[config.mk]
export PLATFORM = sky130hd
export DESIGN_NAME = sortable_array_engine_flat
export DESIGN_NICKNAME = d
export VERILOG_FILES = /design/src/rtl/sae_pkg.sv /design/src/rtl/sae_req_if.sv /design/src/rtl/sae_rsp_if.sv /design/src/rtl/sortable_array_engine.sv /design/src/flat_wrapper.sv
export SDC_FILE = /design/constraint.sdc
export NUM_CORES = 2
export LEC_CHECK = 0
export BUFFER_PORTS_ARGS = -buffer_cell sky130_fd_sc_hd__buf_2
export CORE_MARGIN = 2
export CORE_UTILIZATION = 50
export DETAILED_ROUTE_END_ITERATION = 16
export PLACE_DENSITY_LB_ADDON = 0.1
export SLEW_MARGIN = 25
export SYNTH_ARGS = -nofsm -noshare
export SYNTH_HDL_FRONTEND = slang
export SYNTH_SLANG_ARGS = --single-unit
[constraint.sdc]
create_clock -name clk -period 8 [get_ports clk]
set_input_delay 0.4 -clock clk [delete_from_list [all_inputs] [get_ports clk]]
set_output_delay 0.4 -clock clk [all_outputs]
set_load 0.02 [all_outputs]
[src/rtl/sae_pkg.sv]
// Shared widths, word types and request codes for the sortable array engine.
// No dependencies; every other file of the block imports this package.
`default_nettype none

package sae_pkg;

  // Default element store depth
  localparam int DEPTH_DEF  = 64;

  // Field widths of the request and response channels
  localparam int REQ_TYPE_W = 3;
  localparam int IDX_W      = 6;
  localparam int WORD_W     = 32;
  localparam int LEN_W      = 7;

  typedef logic signed [WORD_W-1:0] word_t;
  typedef logic [LEN_W-1:0]         len_t;
  typedef logic [REQ_TYPE_W-1:0]    req_type_t;

  // Request codes
  localparam req_type_t REQ_WRITE     = 3'd0;
  localparam req_type_t REQ_READ      = 3'd1;
  localparam req_type_t REQ_RESIZE    = 3'd2;
  localparam req_type_t REQ_POP_BACK  = 3'd3;
  localparam req_type_t REQ_POP_HEAD  = 3'd4;
  localparam req_type_t REQ_SORT      = 3'd5;
  localparam req_type_t REQ_ERASE     = 3'd6;

endpackage

`default_nettype wire

[src/rtl/sae_req_if.sv]
// Request channel of the sortable array engine: valid/ready plus request fields.
// Depends on sae_pkg for field widths.
`default_nettype none

interface sae_req_if import sae_pkg::*; ();

  logic                    valid;
  logic                    ready;
  logic [REQ_TYPE_W-1:0]   req_type;
  logic [IDX_W-1:0]        elem_index;
  logic signed [WORD_W-1:0] write_value;
  logic [LEN_W-1:0]        new_length;

  modport source (output valid, output req_type, output elem_index,
                  output write_value, output new_length, input ready);
  modport sink   (input valid, input req_type, input elem_index,
                  input write_value, input new_length, output ready);

endinterface

`default_nettype wire

[src/rtl/sae_rsp_if.sv]
// Response channel of the sortable array engine: valid/ready plus result fields.
// Depends on sae_pkg for field widths.
`default_nettype none

interface sae_rsp_if import sae_pkg::*; ();

  logic                     valid;
  logic                     ready;
  logic signed [WORD_W-1:0] read_value;
  logic [LEN_W-1:0]         cur_length;
  logic                     req_error;

  modport source (output valid, output read_value, output cur_length,
                  output req_error, input ready);
  modport sink   (input valid, input read_value, input cur_length,
                  input req_error, output ready);

endinterface

`default_nettype wire

[src/rtl/sortable_array_engine.sv]
// Top level of the sortable array engine: element memory, request sequencer
// and response register. Depends on sae_pkg, sae_req_if and sae_rsp_if.
//
//   channel   | direction | handshake   | carries
//   ----------+-----------+-------------+------------------------------------------
//   in_req    | in        | valid/ready | req_type, elem_index, write_value, new_length
//   out_rsp   | out       | valid/ready | read_value, cur_length, req_error
//
// Write, read, shrinking resize, pop back, erase and unused codes go from accept
// straight to the response state. A growing resize first writes the new tail,
// one zero write per cycle. Pop front moves one element per cycle down
// through the memory's read and write ports.
// Sort runs passes p = L-1 .. 1, each ending with the pass maximum parked, with
// one compare-and-write per cycle on the memory ports.
// Synchronous active-low reset clears the length and control; the memory is
// not cleared. A new request is accepted while an earlier result waits.
`default_nettype none

module sortable_array_engine import sae_pkg::*; #(
  parameter int DEPTH = DEPTH_DEF
) (
  input  wire       clk,
  input  wire       rst_n,
  sae_req_if.sink   in_req,
  sae_rsp_if.source out_rsp
);

  localparam int AW = (DEPTH > 1) ? $clog2(DEPTH) : 1;

  // Sequencer state codes
  localparam logic [2:0] S_IDLE       = 3'd0;
  localparam logic [2:0] S_RESP       = 3'd1;
  localparam logic [2:0] S_FILL       = 3'd2;
  localparam logic [2:0] S_SHIFT      = 3'd3;
  localparam logic [2:0] S_SORT_PRIME = 3'd4;
  localparam logic [2:0] S_SORT_RUN   = 3'd5;
  localparam logic [2:0] S_SORT_END   = 3'd6;

  // Element memory
  word_t          elem_mem [DEPTH];
  word_t          mem_q_r;
  logic           mem_we;
  logic [AW-1:0]  mem_waddr;
  word_t          mem_wdata;
  logic           mem_re;
  logic [AW-1:0]  mem_raddr;

  // Control and working registers
  logic [2:0] state_r, state_nxt;
  len_t       len_r, len_nxt;
  len_t       k_r, k_nxt;
  len_t       bound_r, bound_nxt;
  word_t      carry_r, carry_nxt;
  logic       err_r, err_nxt;
  logic       rdsel_r, rdsel_nxt;

  // Response register
  logic       out_valid_r, out_valid_nxt;
  word_t      out_read_value_r, out_read_value_nxt;
  len_t       out_cur_length_r, out_cur_length_nxt;
  logic       out_req_error_r, out_req_error_nxt;

  logic       in_fire;
  logic       idx_ok;
  logic       carry_gt;

  assign in_req.ready       = (state_r == S_IDLE);
  assign in_fire            = in_req.valid && in_req.ready;
  assign idx_ok             = LEN_W'(in_req.elem_index) < len_r;
  assign carry_gt           = carry_r > mem_q_r;

  assign out_rsp.valid      = out_valid_r;
  assign out_rsp.read_value = out_read_value_r;
  assign out_rsp.cur_length = out_cur_length_r;
  assign out_rsp.req_error  = out_req_error_r;

  // Write port
  always_ff @(posedge clk) begin
    if (mem_we) begin
      elem_mem[mem_waddr] <= mem_wdata;
    end
  end

  // Read port, registered data
  always_ff @(posedge clk) begin
    if (mem_re) begin
      mem_q_r <= elem_mem[mem_raddr];
    end
  end

  // Sequencer: decode requests, walk the memory, stage the response
  always_comb begin
    state_nxt          = state_r;
    len_nxt            = len_r;
    k_nxt              = k_r;
    bound_nxt          = bound_r;
    carry_nxt          = carry_r;
    err_nxt            = err_r;
    rdsel_nxt          = rdsel_r;
    out_valid_nxt      = out_valid_r && !out_rsp.ready;
    out_read_value_nxt = out_read_value_r;
    out_cur_length_nxt = out_cur_length_r;
    out_req_error_nxt  = out_req_error_r;
    mem_we             = 1'b0;
    mem_waddr          = '0;
    mem_wdata          = '0;
    mem_re             = 1'b0;
    mem_raddr          = '0;

    unique case (state_r)
      S_IDLE: begin
        if (in_fire) begin
          err_nxt   = 1'b0;
          rdsel_nxt = 1'b0;
          state_nxt = S_RESP;
          unique case (in_req.req_type)
            REQ_WRITE: begin
              if (idx_ok) begin
                mem_we    = 1'b1;
                mem_waddr = AW'(in_req.elem_index);
                mem_wdata = in_req.write_value;
              end else begin
                err_nxt = 1'b1;
              end
            end
            REQ_READ: begin
              if (idx_ok) begin
                mem_re    = 1'b1;
                mem_raddr = AW'(in_req.elem_index);
                rdsel_nxt = 1'b1;
              end else begin
                err_nxt = 1'b1;
              end
            end
            REQ_RESIZE: begin
              if (int'(in_req.new_length) > DEPTH) begin
                err_nxt = 1'b1;
              end else begin
                len_nxt = in_req.new_length;
                if (in_req.new_length > len_r) begin
                  k_nxt     = len_r;
                  bound_nxt = in_req.new_length;
                  state_nxt = S_FILL;
                end
              end
            end
            REQ_POP_BACK: begin
              if (len_r != '0) begin
                len_nxt = len_r - LEN_W'(1);
              end
            end
            REQ_POP_HEAD: begin
              if (len_r == '0) begin
                err_nxt = 1'b1;
              end else begin
                len_nxt = len_r - LEN_W'(1);
                if (len_r >= LEN_W'(2)) begin
                  mem_re    = 1'b1;
                  mem_raddr = AW'(1);
                  k_nxt     = LEN_W'(1);
                  bound_nxt = len_r;
                  state_nxt = S_SHIFT;
                end
              end
            end
            REQ_SORT: begin
              if (len_r >= LEN_W'(2)) begin
                mem_re    = 1'b1;
                mem_raddr = '0;
                bound_nxt = len_r - LEN_W'(1);
                state_nxt = S_SORT_PRIME;
              end
            end
            REQ_ERASE: begin
              len_nxt = '0;
            end
            default: begin
            end
          endcase
        end
      end

      // Zero-fill the grown tail, one entry a cycle
      S_FILL: begin
        mem_we    = 1'b1;
        mem_waddr = AW'(k_r);
        mem_wdata = '0;
        k_nxt     = k_r + LEN_W'(1);
        if (k_r + LEN_W'(1) == bound_r) begin
          state_nxt = S_RESP;
        end
      end

      // Move element k down one place, fetch the next
      S_SHIFT: begin
        mem_we    = 1'b1;
        mem_waddr = AW'(k_r - LEN_W'(1));
        mem_wdata = mem_q_r;
        if (k_r + LEN_W'(1) < bound_r) begin
          mem_re    = 1'b1;
          mem_raddr = AW'(k_r + LEN_W'(1));
          k_nxt     = k_r + LEN_W'(1);
        end else begin
          state_nxt = S_RESP;
        end
      end

      // Load the first element of a pass as the running maximum
      S_SORT_PRIME: begin
        carry_nxt = mem_q_r;
        mem_re    = 1'b1;
        mem_raddr = AW'(1);
        k_nxt     = LEN_W'(1);
        state_nxt = S_SORT_RUN;
      end

      // Drop the smaller word one place back, carry the larger forward
      S_SORT_RUN: begin
        mem_we    = 1'b1;
        mem_waddr = AW'(k_r - LEN_W'(1));
        mem_wdata = carry_gt ? mem_q_r : carry_r;
        carry_nxt = carry_gt ? carry_r : mem_q_r;
        if (k_r < bound_r) begin
          mem_re    = 1'b1;
          mem_raddr = AW'(k_r + LEN_W'(1));
          k_nxt     = k_r + LEN_W'(1);
        end else begin
          state_nxt = S_SORT_END;
        end
      end

      // Park the pass maximum at the end of the pass, start the next pass
      S_SORT_END: begin
        mem_we    = 1'b1;
        mem_waddr = AW'(bound_r);
        mem_wdata = carry_r;
        if (bound_r == LEN_W'(1)) begin
          state_nxt = S_RESP;
        end else begin
          bound_nxt = bound_r - LEN_W'(1);
          mem_re    = 1'b1;
          mem_raddr = '0;
          state_nxt = S_SORT_PRIME;
        end
      end

      // Hand the result to the output register once it is free
      S_RESP: begin
        if (!out_valid_r || out_rsp.ready) begin
          out_valid_nxt      = 1'b1;
          out_read_value_nxt = rdsel_r ? mem_q_r : '0;
          out_cur_length_nxt = len_r;
          out_req_error_nxt  = err_r;
          state_nxt          = S_IDLE;
        end
      end

      default: begin
        state_nxt = S_IDLE;
      end
    endcase
  end

  // Control registers
  always_ff @(posedge clk) begin
    if (!rst_n) begin
      state_r     <= S_IDLE;
      len_r       <= '0;
      out_valid_r <= 1'b0;
    end else begin
      state_r     <= state_nxt;
      len_r       <= len_nxt;
      out_valid_r <= out_valid_nxt;
    end
  end

  // Working and payload registers
  always_ff @(posedge clk) begin
    k_r              <= k_nxt;
    bound_r          <= bound_nxt;
    carry_r          <= carry_nxt;
    err_r            <= err_nxt;
    rdsel_r          <= rdsel_nxt;
    out_read_value_r <= out_read_value_nxt;
    out_cur_length_r <= out_cur_length_nxt;
    out_req_error_r  <= out_req_error_nxt;
  end

endmodule

`default_nettype wire

[src/flat_wrapper.sv]
// flat-port wrapper written by rule: the top's interface ports become plain ports
module sortable_array_engine_flat import sae_pkg::*;
#(
  parameter int DEPTH = DEPTH_DEF
)
  (clk, rst_n, in_req_valid, in_req_req_type, in_req_elem_index, in_req_write_value, in_req_new_length, in_req_ready, out_rsp_valid, out_rsp_read_value, out_rsp_cur_length, out_rsp_req_error, out_rsp_ready);
  sae_req_if in_req_i ();
  sae_rsp_if out_rsp_i ();
  input  wire clk;
  input  wire rst_n;
  input wire logic [$bits(in_req_i.valid)-1:0] in_req_valid;
  input wire logic [$bits(in_req_i.req_type)-1:0] in_req_req_type;
  input wire logic [$bits(in_req_i.elem_index)-1:0] in_req_elem_index;
  input wire logic [$bits(in_req_i.write_value)-1:0] in_req_write_value;
  input wire logic [$bits(in_req_i.new_length)-1:0] in_req_new_length;
  output wire logic [$bits(in_req_i.ready)-1:0] in_req_ready;
  output wire logic [$bits(out_rsp_i.valid)-1:0] out_rsp_valid;
  output wire logic [$bits(out_rsp_i.read_value)-1:0] out_rsp_read_value;
  output wire logic [$bits(out_rsp_i.cur_length)-1:0] out_rsp_cur_length;
  output wire logic [$bits(out_rsp_i.req_error)-1:0] out_rsp_req_error;
  input wire logic [$bits(out_rsp_i.ready)-1:0] out_rsp_ready;
  assign in_req_i.valid = in_req_valid;
  assign in_req_i.req_type = in_req_req_type;
  assign in_req_i.elem_index = in_req_elem_index;
  assign in_req_i.write_value = in_req_write_value;
  assign in_req_i.new_length = in_req_new_length;
  assign in_req_ready = in_req_i.ready;
  assign out_rsp_valid = out_rsp_i.valid;
  assign out_rsp_read_value = out_rsp_i.read_value;
  assign out_rsp_cur_length = out_rsp_i.cur_length;
  assign out_rsp_req_error = out_rsp_i.req_error;
  assign out_rsp_i.ready = out_rsp_ready;
  sortable_array_engine #(.DEPTH(DEPTH)) u_core (.clk(clk), .rst_n(rst_n), .in_req(in_req_i), .out_rsp(out_rsp_i));
endmodule
==> summary.md <==
| Metric | Value |
|---|---|
| Post-Synthesis Cells | 6,677 |
| Hold buffer count at CTS | 9 |
| Final WL | 279,800 µm |
| Fillers | 14,177 |
| Post-synth EDFFs | 2,168 |
| Seq/Total Area, Yosys | 0.7252 |
| Vias | 58,118 |
| Max cap viols | 0 |
| Final Cell Area | 102,300 µm² |
| Initial antenna violation count | 10 |
| Synth Register Bits | 2,179 |
| Vias per cell | 6.213 |
| Worst Setup End Kind | flop |
| Setup TNS | 0 ns |
| CP Cell Sequence | ha_1 -> xor2_1 -> ha_1 -> a21oi_1 -> a21oi_1 -> nor4b_4 -> o211ai_1 -> nand2_4 -> buf_4 -> buf_4 -> nand2_1 -> nand3_1 -> and3_1 -> o32ai_2 -> buf_4 -> nor4_1 |
| Slowest cell on crit path | buf_4 |
| RSZ-0062 raised after global routing | false |
| First-pass GRT wire length | 400,900 µm |
| # resized after CTS | 0 |
| DP HPWL | 164,200 µm |
| Clock root buffer | clkbuf_16 |
| Crit path kind | reg2reg |
| Drt first pass iters | 9 |
| Die area | 183,600 µm² |
| Status | complete, no violations |
| Max stage delay on crit path | 0.82 ns |
| CTS Buf Count | 222 |
| CP Max Fanout | 85 |
| Die span in x | 428.4 µm |
| Final Setup Violations | 0 |
| Vias in the first global route | 54,770 |
| Most frequent CP cell | buf_4 |
| Initial drt markers | 7,891 |
| Fin crit period | 6.739 ns |
| CP startpoint kind | flop |
| GRT overflow | 0 |
| Synth top area cells | edfxtp_1, nand2_1, nand3_1 |
| I/O pin cnt | 94 |
| Total GRT Usage | 0.3006 |
| Start of the worst register-to-register path | u_core.k_r[0] |
| Area Overhead vs Synth | 13.55% |
| Largest net degree at the start of global routing | 136 |
| Max H-tree Level | 4 |
| Max VDD drop | 233.4 µV |
| Hold Path Depth | 2 |
| Synth area leader | edfxtp_1 |
| Fmax | 148.4 MHz |
| Top-area cell type share of the netlist area | 0.7228 |
| Die Y | 428.4 µm |
| Worst Hold Launch | in_req_req_type[2] |
| Worst Hold End | u_core.err_r |
| R2R cell count | 16 |
| Final period util | 0.8423 |
| Share of cells above drive strength 1 | 0.1227 |
| Final hold violation count | 0 |
| Setup Skew | 0.05525 ns |
| Post-DRT Antenna Nets | 0 |
| Clk slew on worst S/H paths | 0.06 ns |
| Required time worst endpoint | 8.56 ns |
| Synth Net Count | 6,796 |
| Reg area | 65,320 µm² |
| Main flop type after synthesis | edfxtp_1 |
| Max Buffers Root-to-Sink | 3 |
| Library cells used by synthesis | 84 |
| Sink Count | 2,179 |
| Slew headroom | 0.2811 |
| Setup bufs post-CTS | 0 |
| Worst min path class | in2reg |
| Post-DP Area | 94,990 µm² |
| TritonCTS clock tree | done |
| Worst Tran Pin Value | 1.076 ns |
| Flop2flop setup slack | 1.26 ns |
| Ys async rst share | 0 |
| Area of the core | 178,800 µm² |
| Worst reg2reg path endpoint | u_core.mem_q_r[5] |
| Synth warn | 0 |
| Clock latency on the worst-skew pair | 0.90 ns |
| Cell area after synthesis | 90,080 µm² |
| Final nets | 6,923 |
| Drt wl/cell | 29.91 µm |
| Row cnt | 155 |
| Starting Density | 0.5038 |
| CP arrival | 7.30 ns |
| DRC errors left | 0 |
| Global placer's final weighted congestion | 0.9416 |
| Post-Syn Area per Cell | 13.49 µm² |
| CP startpoint | u_core.k_r[0] |
| Multi-input logic area | 23,400 µm² |
| Leakage power | 35.26 nW |
| Port Buffers | 93 |
| Slew Viols, Final | 0 |
| P per Cell Area | 238.7 nW/µm² |
worst max-delay path, delay by kind of cell, from the launching register on:
family | cells | cell delay (ns)
compound gates | 4 | 0.70
xor+xnor | 1 | 0.49
fa+ha+maj | 2 | 0.70
buf+inv | 3 | 1.46
flops | 1 | 0.56
simple gates | 6 | 2.32
state kept, by name, summed over array words and instances, names as in the netlist:
name                       cells
u_core.elem_mem             2048
u_core.out_rsp.req_error       1
u_core.rdsel_r                 1
u_core.out_rsp.read_value     32
u_core.state_r                 3
u_core.mem_q_r                32
u_core.out_rsp.cur_length      7
u_core.k_r                     7
u_core.len_r                   7
u_core.out_rsp.valid           1
u_core.err_r                   1
u_core.bound_r                 7
u_core.carry_r                32
layer usage:
metal | wire length, µm | global-route usage | part of all wire
met4 | 11420 | 0.1238 | 0.041
met2 | 124200 | 0.4450 | 0.44
met5 | 29 | 0 | 0.00010
met1 | 117600 | 0.4346 | 0.42
met3 | 26640 | 0.06276 | 0.095
stage by stage:
step / util / hold WS [ns] / power, mW / cells / setup WS, ns
2_1_floorplan: - / 0.4003 / 13.79 / 6677 / 1.951
3_3_place_gp: 0.5288 / 0.4618 / 14.38 / 8903 / 1.382
3_5_place_dp: 0.5312 / 0.4597 / 14.40 / 8924 / 1.478
4_1_cts: 0.5715 / 0.003620 / 24.51 / 9344 / 1.454
5_1_grt: 0.5719 / 0.04772 / 25.06 / 9347 / 1.009
6_report: 0.5720 / 0.04754 / 24.42 / 9354 / 1.261
worst max path at each step:
stage	end	slack, ns
floorplan	u_core.elem_mem[0][10]	1.95
global placement	u_core.mem_q_r[9]	1.38
detailed placement	u_core.mem_q_r[5]	1.48
CTS	u_core.mem_q_r[5]	1.45
global route	u_core.mem_q_r[5]	1.01
finish	u_core.mem_q_r[5]	1.26
power by group:
group          total (mW)  internal [mW]  switching [mW]
Combinational        1.54          0.436            1.10
Clock                10.2           5.81            4.42
Sequential           12.6           12.6          0.0809
Total                24.4           18.8            5.61
placed cells by master (no fill, tap or decap), types with 66 or more instances in the layout:
master and count:
buf_2 94, a21oi_1 187, mux2i_1 313, clkinv_1 66, nand3_1 713, a211oi_1 251, buf_4 194, inv_1 156
nor2_4 66, nand2_1 1491, edfxtp_1 2168, and3_1 75, ha_1 67, clkbuf_16 223
Yosys cell counts (15+ instances only):
cell type     n
a31o_2       46
buf_1        45
nor4_1       30
edfxtp_1   2168
a222oi_1     34
o32ai_1      26
xnor2_1      20
a2111o_1     21
ha_1         67
inv_1       156
nand2_1    1494
mux2i_1     313
o21ai_0      81
a32o_1       26
a32oi_1      15
nand4_1      31
and2_1       38
buf_4        26
nor2_1      116
or4_1        24
buf_2       171
a211oi_1    269
a21o_1       19
o22ai_1      15
nor3_1       21
clkbuf_1    190
a21boi_0     23
nand3_1     715
a21oi_1     187
and3_1       75
cell families after synthesis:
family                     count (synthesis)  synth area share
xor gates and xnor gates                  24          0.002334
adders and majority gates                 67          0.009307
and+or+nand+nor                         2599            0.1268
AOI/OAI and AO/OA                        891           0.07186
DFF                                     2179            0.7252
buffers and inverters                    593           0.02834
muxes                                    324           0.03616
area by class of cell:
| cell class | count | share of cell area |
|---|---|---|
| sequential | 2179 | 0.6386 |
| multi-input combinational | 3905 | 0.2287 |
| clock buffer | 274 | 0.05663 |
| tap | 2355 | 0.02881 |
| timing repair buffer | 337 | 0.02823 |
| clock inverter | 137 | 0.01292 |
| inverter | 159 | 0.005835 |
| antenna | 8 | 0.0001957 |
Power figures use the tool's default switching activity.
